--- src/rtl/bbps_pkg.sv ---
// Shared types and constants for the buzzer beep pattern sequencer.
// Used by bbps_step and buzzer_beep_pattern_sequencer; depends on nothing.
`default_nettype none

package bbps_pkg;

    // Beep pattern selected by a start item (codes 6 and 7 carry no timing)
    typedef enum logic [2:0] {
        PAT_OFF       = 3'd0,
        PAT_SHORT     = 3'd1,
        PAT_LONG      = 3'd2,
        PAT_DOUBLE    = 3'd3,
        PAT_DOUBLE_X2 = 3'd4,
        PAT_TRIPLE    = 3'd5
    } bbps_pattern_t;

    // Item kind carried on s_tuser
    localparam logic ACT_TICK  = 1'b0;
    localparam logic ACT_START = 1'b1;

    // Configuration register indexes
    localparam int unsigned CFG_INDEX_W = 2;
    localparam logic [CFG_INDEX_W-1:0] CFG_SHORT_ON  = 2'd0;
    localparam logic [CFG_INDEX_W-1:0] CFG_LONG_ON   = 2'd1;
    localparam logic [CFG_INDEX_W-1:0] CFG_SHORT_GAP = 2'd2;
    localparam logic [CFG_INDEX_W-1:0] CFG_GROUP_GAP = 2'd3;

    localparam int unsigned CFG_DATA_W = 16;
    localparam int unsigned COUNT_W    = 4;
    localparam int unsigned PAT_W      = 3;
    localparam int unsigned S_TDATA_W  = 8;
    localparam int unsigned M_TDATA_W  = 8;

    localparam logic [CFG_DATA_W-1:0] SHORT_ON_RESET  = 16'd100;
    localparam logic [CFG_DATA_W-1:0] LONG_ON_RESET   = 16'd1000;
    localparam logic [CFG_DATA_W-1:0] SHORT_GAP_RESET = 16'd100;
    localparam logic [CFG_DATA_W-1:0] GROUP_GAP_RESET = 16'd300;

    // Phase timing registers
    typedef struct packed {
        logic [CFG_DATA_W-1:0] short_on;
        logic [CFG_DATA_W-1:0] long_on;
        logic [CFG_DATA_W-1:0] short_gap;
        logic [CFG_DATA_W-1:0] group_gap;
    } bbps_cfg_t;

    // Sequencer control state (the tick counter lives beside it, sized by TIME_WIDTH)
    typedef struct packed {
        bbps_pattern_t        pattern;
        logic                 drive;
        logic [COUNT_W-1:0]   count;
        logic                 armed;
        logic                 next_on;
    } bbps_ctrl_t;

    localparam bbps_ctrl_t CTRL_RESET = '{
        pattern: PAT_OFF,
        drive:   1'b0,
        count:   4'd0,
        armed:   1'b0,
        next_on: 1'b0
    };

endpackage

`default_nettype wire

--- src/rtl/bbps_step.sv ---
// Next-state logic of the beep sequencer for one tick or start item.
// Depends on bbps_pkg.
`default_nettype none

module bbps_step #(
    parameter int unsigned TIME_WIDTH = 16
) (
    input  var bbps_pkg::bbps_ctrl_t      ctrl_in,
    input  var logic [TIME_WIDTH-1:0]     rem_in,
    input  var bbps_pkg::bbps_cfg_t       cfg,
    input  var logic                      action,
    input  var bbps_pkg::bbps_pattern_t   pattern,
    output bbps_pkg::bbps_ctrl_t          ctrl_out,
    output logic [TIME_WIDTH-1:0]         rem_out
);

    logic do_on;
    logic do_off;

    always_comb begin
        ctrl_out = ctrl_in;
        rem_out  = rem_in;
        do_on    = 1'b0;
        do_off   = 1'b0;

        if (action == bbps_pkg::ACT_START) begin
            // cancel whatever runs and restart the count
            ctrl_out.pattern = pattern;
            ctrl_out.drive   = 1'b0;
            ctrl_out.armed   = 1'b0;
            ctrl_out.next_on = 1'b0;
            ctrl_out.count   = '0;
            rem_out          = '0;
            do_on            = (pattern != bbps_pkg::PAT_OFF);
        end else if (ctrl_in.armed) begin
            if (rem_in <= TIME_WIDTH'(1)) begin
                rem_out = '0;
                do_on   = ctrl_in.next_on;
                do_off  = !ctrl_in.next_on;
            end else begin
                rem_out = rem_in - TIME_WIDTH'(1);
            end
        end

        if (do_on) begin
            ctrl_out.drive = 1'b1;
            case (ctrl_out.pattern)
                bbps_pkg::PAT_SHORT, bbps_pkg::PAT_DOUBLE,
                bbps_pkg::PAT_DOUBLE_X2, bbps_pkg::PAT_TRIPLE: begin
                    rem_out          = TIME_WIDTH'(cfg.short_on);
                    ctrl_out.armed   = 1'b1;
                    ctrl_out.next_on = 1'b0;
                end
                bbps_pkg::PAT_LONG: begin
                    rem_out          = TIME_WIDTH'(cfg.long_on);
                    ctrl_out.armed   = 1'b1;
                    ctrl_out.next_on = 1'b0;
                end
                default: begin
                    // no timing for this code: drop to silent and stop
                    ctrl_out.drive = 1'b0;
                    ctrl_out.armed = 1'b0;
                end
            endcase
            ctrl_out.count = ctrl_out.count + 1'b1;
        end

        if (do_off) begin
            ctrl_out.drive = 1'b0;
            ctrl_out.armed = 1'b0;
            case (ctrl_out.pattern)
                bbps_pkg::PAT_DOUBLE: begin
                    if (ctrl_out.count == 4'd1) begin
                        rem_out          = TIME_WIDTH'(cfg.short_gap);
                        ctrl_out.armed   = 1'b1;
                        ctrl_out.next_on = 1'b1;
                    end
                end
                bbps_pkg::PAT_DOUBLE_X2: begin
                    if (ctrl_out.count == 4'd1 || ctrl_out.count == 4'd5) begin
                        rem_out          = TIME_WIDTH'(cfg.short_gap);
                        ctrl_out.armed   = 1'b1;
                        ctrl_out.next_on = 1'b1;
                    end else if (ctrl_out.count == 4'd3) begin
                        rem_out          = TIME_WIDTH'(cfg.group_gap);
                        ctrl_out.armed   = 1'b1;
                        ctrl_out.next_on = 1'b1;
                    end
                end
                bbps_pkg::PAT_TRIPLE: begin
                    if (ctrl_out.count == 4'd1 || ctrl_out.count == 4'd3) begin
                        rem_out          = TIME_WIDTH'(cfg.short_gap);
                        ctrl_out.armed   = 1'b1;
                        ctrl_out.next_on = 1'b1;
                    end
                end
                default: begin
                end
            endcase
            ctrl_out.count = ctrl_out.count + 1'b1;
        end
    end

endmodule

`default_nettype wire

--- src/rtl/buzzer_beep_pattern_sequencer.sv ---
// Top level of the buzzer beep pattern sequencer: stream ports, timing registers,
// input and result registers. Depends on bbps_pkg and bbps_step.
//
// Channel   Direction  Handshake            Carries
// s_        in         s_tvalid / s_tready  tick or start item (kind on tuser, pattern)
// m_        out        m_tvalid / m_tready  buzzer level, busy, phase count
// cfg_      in         cfg_valid/cfg_ready  timing register writes
//
// One item per cycle sustained while m_tready stays high; a result is offered on m_ once
// its item has passed the input register, then the result register, the state updating once per item.
// aresetn is synchronous, active low: clears control state and loads the default
// timings. A stalled result holds in the result register while one more item waits
// in the input register; s_tready drops only when both are full.
`default_nettype none

module buzzer_beep_pattern_sequencer #(
    parameter int unsigned TIME_WIDTH = 16
) (
    input  var logic                                     aclk,
    input  var logic                                     aresetn,
    // input items
    input  var logic                                     s_tvalid,
    output logic                                         s_tready,
    input  var logic [bbps_pkg::S_TDATA_W-1:0]           s_tdata,  // [2:0] pattern, rest zero
    input  var logic                                     s_tuser,  // [0] action (1 = start)
    // result items
    output logic                                         m_tvalid,
    input  var logic                                     m_tready,
    output logic [bbps_pkg::M_TDATA_W-1:0]               m_tdata,  // [0] buzzer_on,
                                                                   // [1] busy_res,
                                                                   // [5:2] phase_count
    // timing register writes
    input  var logic                                     cfg_valid,
    output logic                                         cfg_ready,
    input  var logic [bbps_pkg::CFG_INDEX_W-1:0]         cfg_index,
    input  var logic [bbps_pkg::CFG_DATA_W-1:0]          cfg_data
);

    // Timing registers
    bbps_pkg::bbps_cfg_t cfg_reg;

    // Input register
    logic                    in_vld_reg;
    logic                    in_vld_next;
    logic                    in_action_reg;
    bbps_pkg::bbps_pattern_t in_pattern_reg;

    // Sequencer state
    bbps_pkg::bbps_ctrl_t    ctrl_reg;
    bbps_pkg::bbps_ctrl_t    ctrl_next;
    logic [TIME_WIDTH-1:0]   rem_reg;
    logic [TIME_WIDTH-1:0]   rem_next;

    // Result register
    logic                              m_vld_reg;
    logic                              m_vld_next;
    logic [bbps_pkg::M_TDATA_W-1:0]    m_data_reg;

    logic s_accept;
    logic out_free;
    logic fire;

    // The result slot frees when empty or being taken this cycle
    assign out_free  = !m_vld_reg || m_tready;
    assign fire      = in_vld_reg && out_free;
    assign s_tready  = !in_vld_reg || out_free;
    assign s_accept  = s_tvalid && s_tready;
    assign cfg_ready = 1'b1;

    assign m_tvalid  = m_vld_reg;
    assign m_tdata   = m_data_reg;

    // Load the pending item; drop it once it moves into the result register
    always_comb begin
        if (s_accept) begin
            in_vld_next = 1'b1;
        end else if (fire) begin
            in_vld_next = 1'b0;
        end else begin
            in_vld_next = in_vld_reg;
        end
    end

    // Result slot: fill on fire, empty when taken
    always_comb begin
        if (fire) begin
            m_vld_next = 1'b1;
        end else if (m_tready) begin
            m_vld_next = 1'b0;
        end else begin
            m_vld_next = m_vld_reg;
        end
    end

    bbps_step #(
        .TIME_WIDTH (TIME_WIDTH)
    ) u_step (
        .ctrl_in  (ctrl_reg),
        .rem_in   (rem_reg),
        .cfg      (cfg_reg),
        .action   (in_action_reg),
        .pattern  (in_pattern_reg),
        .ctrl_out (ctrl_next),
        .rem_out  (rem_next)
    );

    // Control registers
    always_ff @(posedge aclk) begin
        if (!aresetn) begin
            in_vld_reg <= 1'b0;
            m_vld_reg  <= 1'b0;
            ctrl_reg   <= bbps_pkg::CTRL_RESET;
            rem_reg    <= '0;
        end else begin
            in_vld_reg <= in_vld_next;
            m_vld_reg  <= m_vld_next;
            if (fire) begin
                ctrl_reg <= ctrl_next;
                rem_reg  <= rem_next;
            end
        end
    end

    // Payload registers
    always_ff @(posedge aclk) begin
        if (s_accept) begin
            in_action_reg  <= s_tuser;
            in_pattern_reg <= bbps_pkg::bbps_pattern_t'(s_tdata[bbps_pkg::PAT_W-1:0]);
        end
        if (fire) begin
            m_data_reg <= {2'b00, ctrl_next.count, ctrl_next.armed, ctrl_next.drive};
        end
    end

    // Timing registers take writes at any time; the user must write them only while idle, the block does not enforce it
    always_ff @(posedge aclk) begin
        if (!aresetn) begin
            cfg_reg.short_on  <= bbps_pkg::SHORT_ON_RESET;
            cfg_reg.long_on   <= bbps_pkg::LONG_ON_RESET;
            cfg_reg.short_gap <= bbps_pkg::SHORT_GAP_RESET;
            cfg_reg.group_gap <= bbps_pkg::GROUP_GAP_RESET;
        end else if (cfg_valid && cfg_ready) begin
            case (cfg_index)
                bbps_pkg::CFG_SHORT_ON:  cfg_reg.short_on  <= cfg_data;
                bbps_pkg::CFG_LONG_ON:   cfg_reg.long_on   <= cfg_data;
                bbps_pkg::CFG_SHORT_GAP: cfg_reg.short_gap <= cfg_data;
                bbps_pkg::CFG_GROUP_GAP: cfg_reg.group_gap <= cfg_data;
                default: begin
                end
            endcase
        end
    end

    // No pattern goes past eight transitions
    a_count_bound: assert property (@(posedge aclk) disable iff (!aresetn)
        ctrl_reg.count <= 4'd8)
        else $error("phase count beyond eight");

    // A pending on phase is silent and a pending off phase is sounding
    a_armed_level: assert property (@(posedge aclk) disable iff (!aresetn)
        ctrl_reg.armed |-> (ctrl_reg.drive != ctrl_reg.next_on))
        else $error("armed phase disagrees with buzzer level");

    // An item moved out of the input register always lands in the result register
    a_fire_result: assert property (@(posedge aclk) disable iff (!aresetn)
        fire |=> m_vld_reg)
        else $error("processed item lost its result");

    // Start with pattern off leaves the sequencer idle with a zero count
    a_start_off: assert property (@(posedge aclk) disable iff (!aresetn)
        (fire && in_action_reg == bbps_pkg::ACT_START
              && in_pattern_reg == bbps_pkg::PAT_OFF)
        |=> (!ctrl_reg.armed && !ctrl_reg.drive && ctrl_reg.count == 4'd0))
        else $error("start off did not idle the sequencer");

endmodule

`default_nettype wire

--- config.mk ---
export PLATFORM = sky130hd
export DESIGN_NAME = buzzer_beep_pattern_sequencer
export DESIGN_NICKNAME = d
export VERILOG_FILES = /design/src/rtl/bbps_pkg.sv /design/src/rtl/bbps_step.sv /design/src/rtl/buzzer_beep_pattern_sequencer.sv
export SDC_FILE = /design/constraint.sdc
export NUM_CORES = 1
export LEC_CHECK = 0
export ABC_CLOCK_PERIOD_IN_PS = 3000
export BUFFER_PORTS_ARGS = -buffer_cell sky130_fd_sc_hd__buf_2
export CAP_MARGIN = 20
export CORE_MARGIN = 2
export CORE_UTILIZATION = 54
export DETAILED_ROUTE_END_ITERATION = 8
export PLACE_DENSITY = 0.85
export SYNTH_ARGS = -nofsm -noshare
export SYNTH_HDL_FRONTEND = slang
export SYNTH_HIERARCHICAL = 1
export SYNTH_SLANG_ARGS = --single-unit
--- constraint.sdc ---
create_clock -name aclk -period 3 [get_ports aclk]
set_clock_uncertainty 0.05 [all_clocks]
set_input_delay 0.6 -clock aclk [delete_from_list [all_inputs] [get_ports aclk]]
set_output_delay 0.6 -clock aclk [all_outputs]
set_load 0.02 [all_outputs]
Yosys cells after proc, flatten, opt, wreduce, memory -nomap -nowiden
Cells that the tools add are included.
W data, S select, Z words.

cells by class
  mux-type cells = 31
  reductions and logical operators = 19
  order comparisons = 1
  add/subtract/negate cells = 3
  equal/unequal tests = 11

operators with widths
  kind                     count
  $mux W16                 9
  $pmux W16 S3             1
  $pmux W16 S2             1
  $le A16 B1 Y1 const B    1
  $sub A16 B1 Y16 const B  1
  $mux W7                  2
  $mux W1                  12
  $mux W10                 1
  $add A4 B1 Y4 const B    2
  $mux W2                  4
  $reduce_and A2 Y1        4
  $eq A3 B2 Y1 const B     2
  $eq A3 B3 Y1 const B     2
  $pmux W2 S3              1
  $reduce_or A5 Y1         1
  $eq A2 B2 Y1 const B     2
  $eq A4 B1 Y1 const B     1
  $eq A4 B2 Y1 const B     1
  $eq A4 B3 Y1 const B     1
  $logic_or A1 B1 Y1       4
  $reduce_bool A2 Y1       2
  $reduce_or A4 Y1         1
  $eq A3 B1 Y1 const B     1
  $logic_not A1 Y1         3
  4 further kinds          5

storage, ports and cells
  output and inout bits = 11
  input port bits = 32
  word-level logic and storage cells = 80
  register bits = 102

Longest topological paths before layout
  word-level depth = 10
  depth in mapped cells = 13
  gate-level depth less buffers = 13

Hierarchy
Netlist, hierarchy kept.

modules (own cells, without submodules)
  module                         cells an instance  sequential area each (um^2)  area an instance (um^2)  instances
  buzzer_beep_pattern_sequencer  368                2,142.1                      3,641.0                  1
  bbps_step                      202                0.0                          1,412.6                  1

Worst setup path after synthesis
Ideal clock, no wire load.

  kind = reg-to-reg
  from = register rem_reg[10]
  to = register rem_reg[10]
  required time = 2,825 ps
  arrival time = 2,778 ps
  cell stages (with the launch flop) = 12
  setup slack = 47 ps
  path buffers = 1
  library setup time = 125 ps
  period minus slack after synthesis = 2,953 ps
  cells stage by stage = dfxtp_1 > or4_4 > nor3_2 > a21o_1 > a22oi_1 > ha_1 > a221oi_1 > a211oi_4 > buf_6 > a221o_1 > nand2_1 > mux2i_1

between the ends
  cells in the longest elaborated chain, start to end = 10
  elaborated cells on any way between the ends = 25

RTL lines
  element                                           RTL line                              text
  from (decl)                                       buzzer_beep_pattern_sequencer.sv:51   logic [TIME_WIDTH-1:0] rem_reg;
  from (signal assigned)                            buzzer_beep_pattern_sequencer.sv:119  rem_reg <= rem_next;
  $sub A16 B1 Y16 or $le A16 B1 Y1 (tied branches)  bbps_step.sv:41, bbps_step.sv:36
  $mux W16 or $mux W1 (tied branches)               bbps_step.sv:36                       if (rem_in <= TIME_WIDTH'(1)) begin
  $mux W16 or $mux W1 (tied branches)               bbps_step.sv:35                       end else if (ctrl_in.armed) begin
  $mux W16 or $mux W1 (tied branches)               bbps_step.sv:26                       if (action == bbps_pkg::ACT_START) begin
  $pmux W16 S2 or $mux W7 (tied branches)           bbps_step.sv:47, bbps_step.sv:45
  $mux W16 (tied with other cells)                  bbps_step.sv:45                       if (do_on) begin
  $mux W16 (tied with other cells)                  bbps_step.sv:84                       end else if (ctrl_out.count == 4'd3) begin
  $mux W16 (on tied branches)                       bbps_step.sv:80, bbps_step.sv:91
  $pmux W16 S3                                      bbps_step.sv:71                       case (ctrl_out.pattern)
  $mux W16 *                                        bbps_step.sv:68                       if (do_off) begin
  net rem_next[10]                                  buzzer_beep_pattern_sequencer.sv:52   logic [TIME_WIDTH-1:0] rem_next;

The timed path passes the listed nets; every way through them passes the cells marked *.
A chain may end at the register's enable or synchronous reset.

Final worst setup path
  from = register rem_reg[10]
  to = register rem_reg[2]

between the ends
  cells in the longest elaborated chain, start to end = 10
  elaborated cells on any way between the ends = 24

RTL lines
  element                                  RTL line
  $le A16 B1 Y1 *                          bbps_step.sv:36
  $mux W1 or $mux W16 (tied branches)      bbps_step.sv:36
  $mux W1 or $mux W16 (tied branches)      bbps_step.sv:35
  $mux W1 or $mux W16 (tied branches)      bbps_step.sv:26
  $mux W7 or $pmux W16 S2 (tied branches)  bbps_step.sv:45, bbps_step.sv:47
  $eq A4 B2 Y1 (tied with other cells)     bbps_step.sv:84, bbps_step.sv:91
  $mux W16 (tied with other cells)         bbps_step.sv:84
  $mux W16 (on tied branches)              bbps_step.sv:80, bbps_step.sv:91
  $pmux W16 S3                             bbps_step.sv:71
  $mux W16 *                               bbps_step.sv:68
  net rem_next[2]                          buzzer_beep_pattern_sequencer.sv:52

Marked as above.

==> impl_metrics.py <==
metrics = {
    "run_status": {
        "outcome": "complete, no violations",
    },
    "global_route": {
        "grt_use_total_pct": 24.0,
        "grt_max_degree": 54,
        "grt_pass1_wl_um": 19500,
        "grt_antenna_before_repair": 0,
        "grt.overflow.total": 0,
        "grt_pass1_vias": 4356,
    },
    "layout": {
        "largest_register_ffs": 64,
        "mostFrequentLayoutCells": "100 x nand2_1, 91 x dfxtp_1, 50 x nand3_1",
        "layout.nets": 645,
        "final_core_util_pct": 62.1,
        "final_common_cell": "nand2_1",
        "layout-drive-gt1-share_pct": 18.4,
        "fin_cells": 724,
        "n_antenna_cell": 0,
        "areaGrowthSynthToFinish_pct": 12.5,
        "fin_area_sq_um": 5680,
    },
    "setup_path": {
        "rr_endpoint": "rem_reg[2]",
        "arrival_ns": 3.14,
        "path_class": "reg2reg",
        "r2r-start": "rem_reg[10]",
        "path_buf_inv": 1,
        "worstSetupEndpointType": "flop",
        "cpMostUsedCell": "or4_4",
        "reg2reg_depth": 9,
        "reg2reg_slack_ns": 0.05,
        "cp_data_required_time_ns": 3.19,
        "max_stage_delay_ns": 0.58,
        "startpoint_type": "flop",
        "critPathMaxFanout": 16,
        "critPathTopFamily": "simple AND/OR/NAND/NOR gates",
        "cp_slowest_cell": "or4_4",
        "worstPathCellList": "or4_4 > or4_4 > or4_4 > nand4_4 > a211oi_4 > buf_12 > a221o_1 > nand2_1 > mux2i_1",
    },
    "sta": {
        "worstMarginPinSlew_ns": 1.08,
        "drv_slew": 0,
        "whs_ns": 0.361,
        "setup_viol": 0,
        "fmax_mhz": 338,
        "timing.final.crit_share_pct": 98.5,
        "rsz0062_at_grt": "true",
        "relSlewSlack_pct": 28.3,
        "finalHoldViolCount": 0,
        "fin_ws_ns": 0.0455,
        "period_minus_slack_ns": 2.95,
    },
    "detailed_routing": {
        "avgViaCountPerCell": 6.09,
        "remaining_drc_errors": 0,
        "post_drt_wl_per_cell_um": 16.4,
        "antenna_left": 0,
        "routed_wl_um": 11800,
        "drtIter0Drc": 279,
        "dr_total_vias": 4408,
        "first_pass_iters": 4,
    },
    "placed_design": {
        "place_inst": 707,
        "place.detailed.hpwl_um": 7970,
        "io_buffer_count": 34,
        "dpl_cell_area_sq_um": 5420,
        "gp_congestion": 0.887,
        "dp_slack_ns": -0.00833,
    },
    "logic_synthesis": {
        "ys_warn_count": 6,
        "yosys_most_used_dff": "dfxtp_1",
        "ys_top_cells_by_area": "dfxtp_1 36%, mux2i_1 8.9%, nand2_1 7.5%",
        "synth-seq-area-share_pct": 42.4,
        "synth_edf_count": 10,
        "syn_inst": 570,
        "synth_area_sq_um": 5050,
        "synth_area_leader_cell": "dfxtp_1",
        "ys_seq_elements": 102,
        "ys_types": 63,
        "syn_avg_cell_area_sq_um": 8.87,
        "async_reset_ff_share_pct": 0,
        "synth.top_cell.area_share_pct": 36.4,
    },
    "floorplanning": {
        "initial_core_util_pct": 55.2,
        "dieArea_sq_um": 10100,
        "die_y_um": 101,
        "fp-row-count": 35,
        "ios": 43,
        "core_area_sq_um": 9150,
        "die_w_um": 101,
    },
    "hold_path": {
        "holdPathEnd": "in_action_reg",
        "hold_start": "s_tuser",
        "hold_depth": 1,
        "hold_path_class": "in2reg",
    },
    "clock_tree": {
        "cts_buffer_depth": 2,
        "cts_made_buffers": 9,
        "cts_sinks": 102,
        "clock_latency_ns": 0.37,
        "clkTransAtPathRegs_ns": 0.09,
        "cts_tree": "done",
        "cts_root_buf": "clkbuf_8",
        "htree_levels": 3,
    },
    "power": {
        "power_density_nw_per_um2": 453,
        "power_leakage_nw": 2.19,
        "ir_worst_vdd_mv": 0.292,
    },
    "flow_run": {
        "drv_cap": 0,
    },
}
## cell usage after synthesis (7+ instances only)
master and instances:
a211o_1 8, a21oi_1 12, a221o_1 10, a22oi_1 10, buf_2 11, clkbuf_1 16
dfxtp_1 92, edfxtp_1 10, mux2i_1 45, nand2_1 101, nand3_1 50, nand3b_1 7
nor2_1 23, nor2b_1 7, nor4b_1 7, o21ai_0 40, o21ai_1 9, o22ai_1 16
xnor2_1 10, xor2_1 8
## metrics by stage
stage | power (mW) | setup TNS, ns
finish | 2.57 | 0
global route | 2.68 | -0.712
CTS | 2.57 | -0.0969
detailed placement | 1.80 | -0.0105
global placement | 1.79 | 0
floorplan | 1.71 | 0
## cell families after synthesis
family | share of synthesized area [%]
multiplexers | 9.14
flip-flops | 42.4
buffers and inverters | 4.83
AND/OR/NAND/NOR | 23.0
adder cells (fa/ha/maj) | 0.990
XOR/XNOR | 3.12
other | 0.149
AO/OA/AOI/OAI | 16.4
## worst max path at each step
stage,from,to,slack (ns),cells after the start
2_1_floorplan,rem_reg[10],rem_reg[10],0.05,11
3_3_place_gp,rem_reg[10],rem_reg[10],0.02,11
3_5_place_dp,rem_reg[10],rem_reg[3],-0.008,11
4_1_cts,rem_reg[10],rem_reg[2],-0.03,11
5_1_grt,rem_reg[10],rem_reg[3],-0.12,12
6_report,rem_reg[10],rem_reg[2],0.05,9
## area by class of cell
cell class / count / area, sq um
flip-flops and latches: 102 / 2140
well taps: 111 / 139
clock inverters: 6 / 42.5
repair buffers: 67 / 458
clock buffers: 9 / 124
fillers: 751 / 3470
inverters: 5 / 18.8
multi-input cells: 424 / 2760
## power by group
part	internal (mW)	switching, mW
Sequential	1.42	0.0268
Combinational	0.130	0.214
Clock	0.303	0.479
Total	1.85	0.720
## worst register-to-register path: stages (launching register included)
cell and delay [ns]:
dfxtp_1 0.32, or4_4 0.58, or4_4 0.54, or4_4 0.47
nand4_4 0.13, a211oi_4 0.06, buf_12 0.18, a221o_1 0.36
nand2_1 0.07, mux2i_1 0.07
## metal layers
layer	wire [um]	share of wire [%]	GRT usage, %
met3	670	5.7	4.23
met4	235	2.0	10.6
met2	5810	49	40.1
met5	0	0	0
met1	5130	43	30.4
## what timing repair did
| action | 4_1_cts | 5_1_grt |
|---|---|---|
| pin swaps | 0 | 1 |
| hold buffers | 0 | 0 |
| setup endpoints to repair | 7 | 19 |
| setup buffers | 0 | 2 |
| resized for setup | 0 | 15 |
| cloned | 0 | 0 |
(Power assumes the default switching activity.)
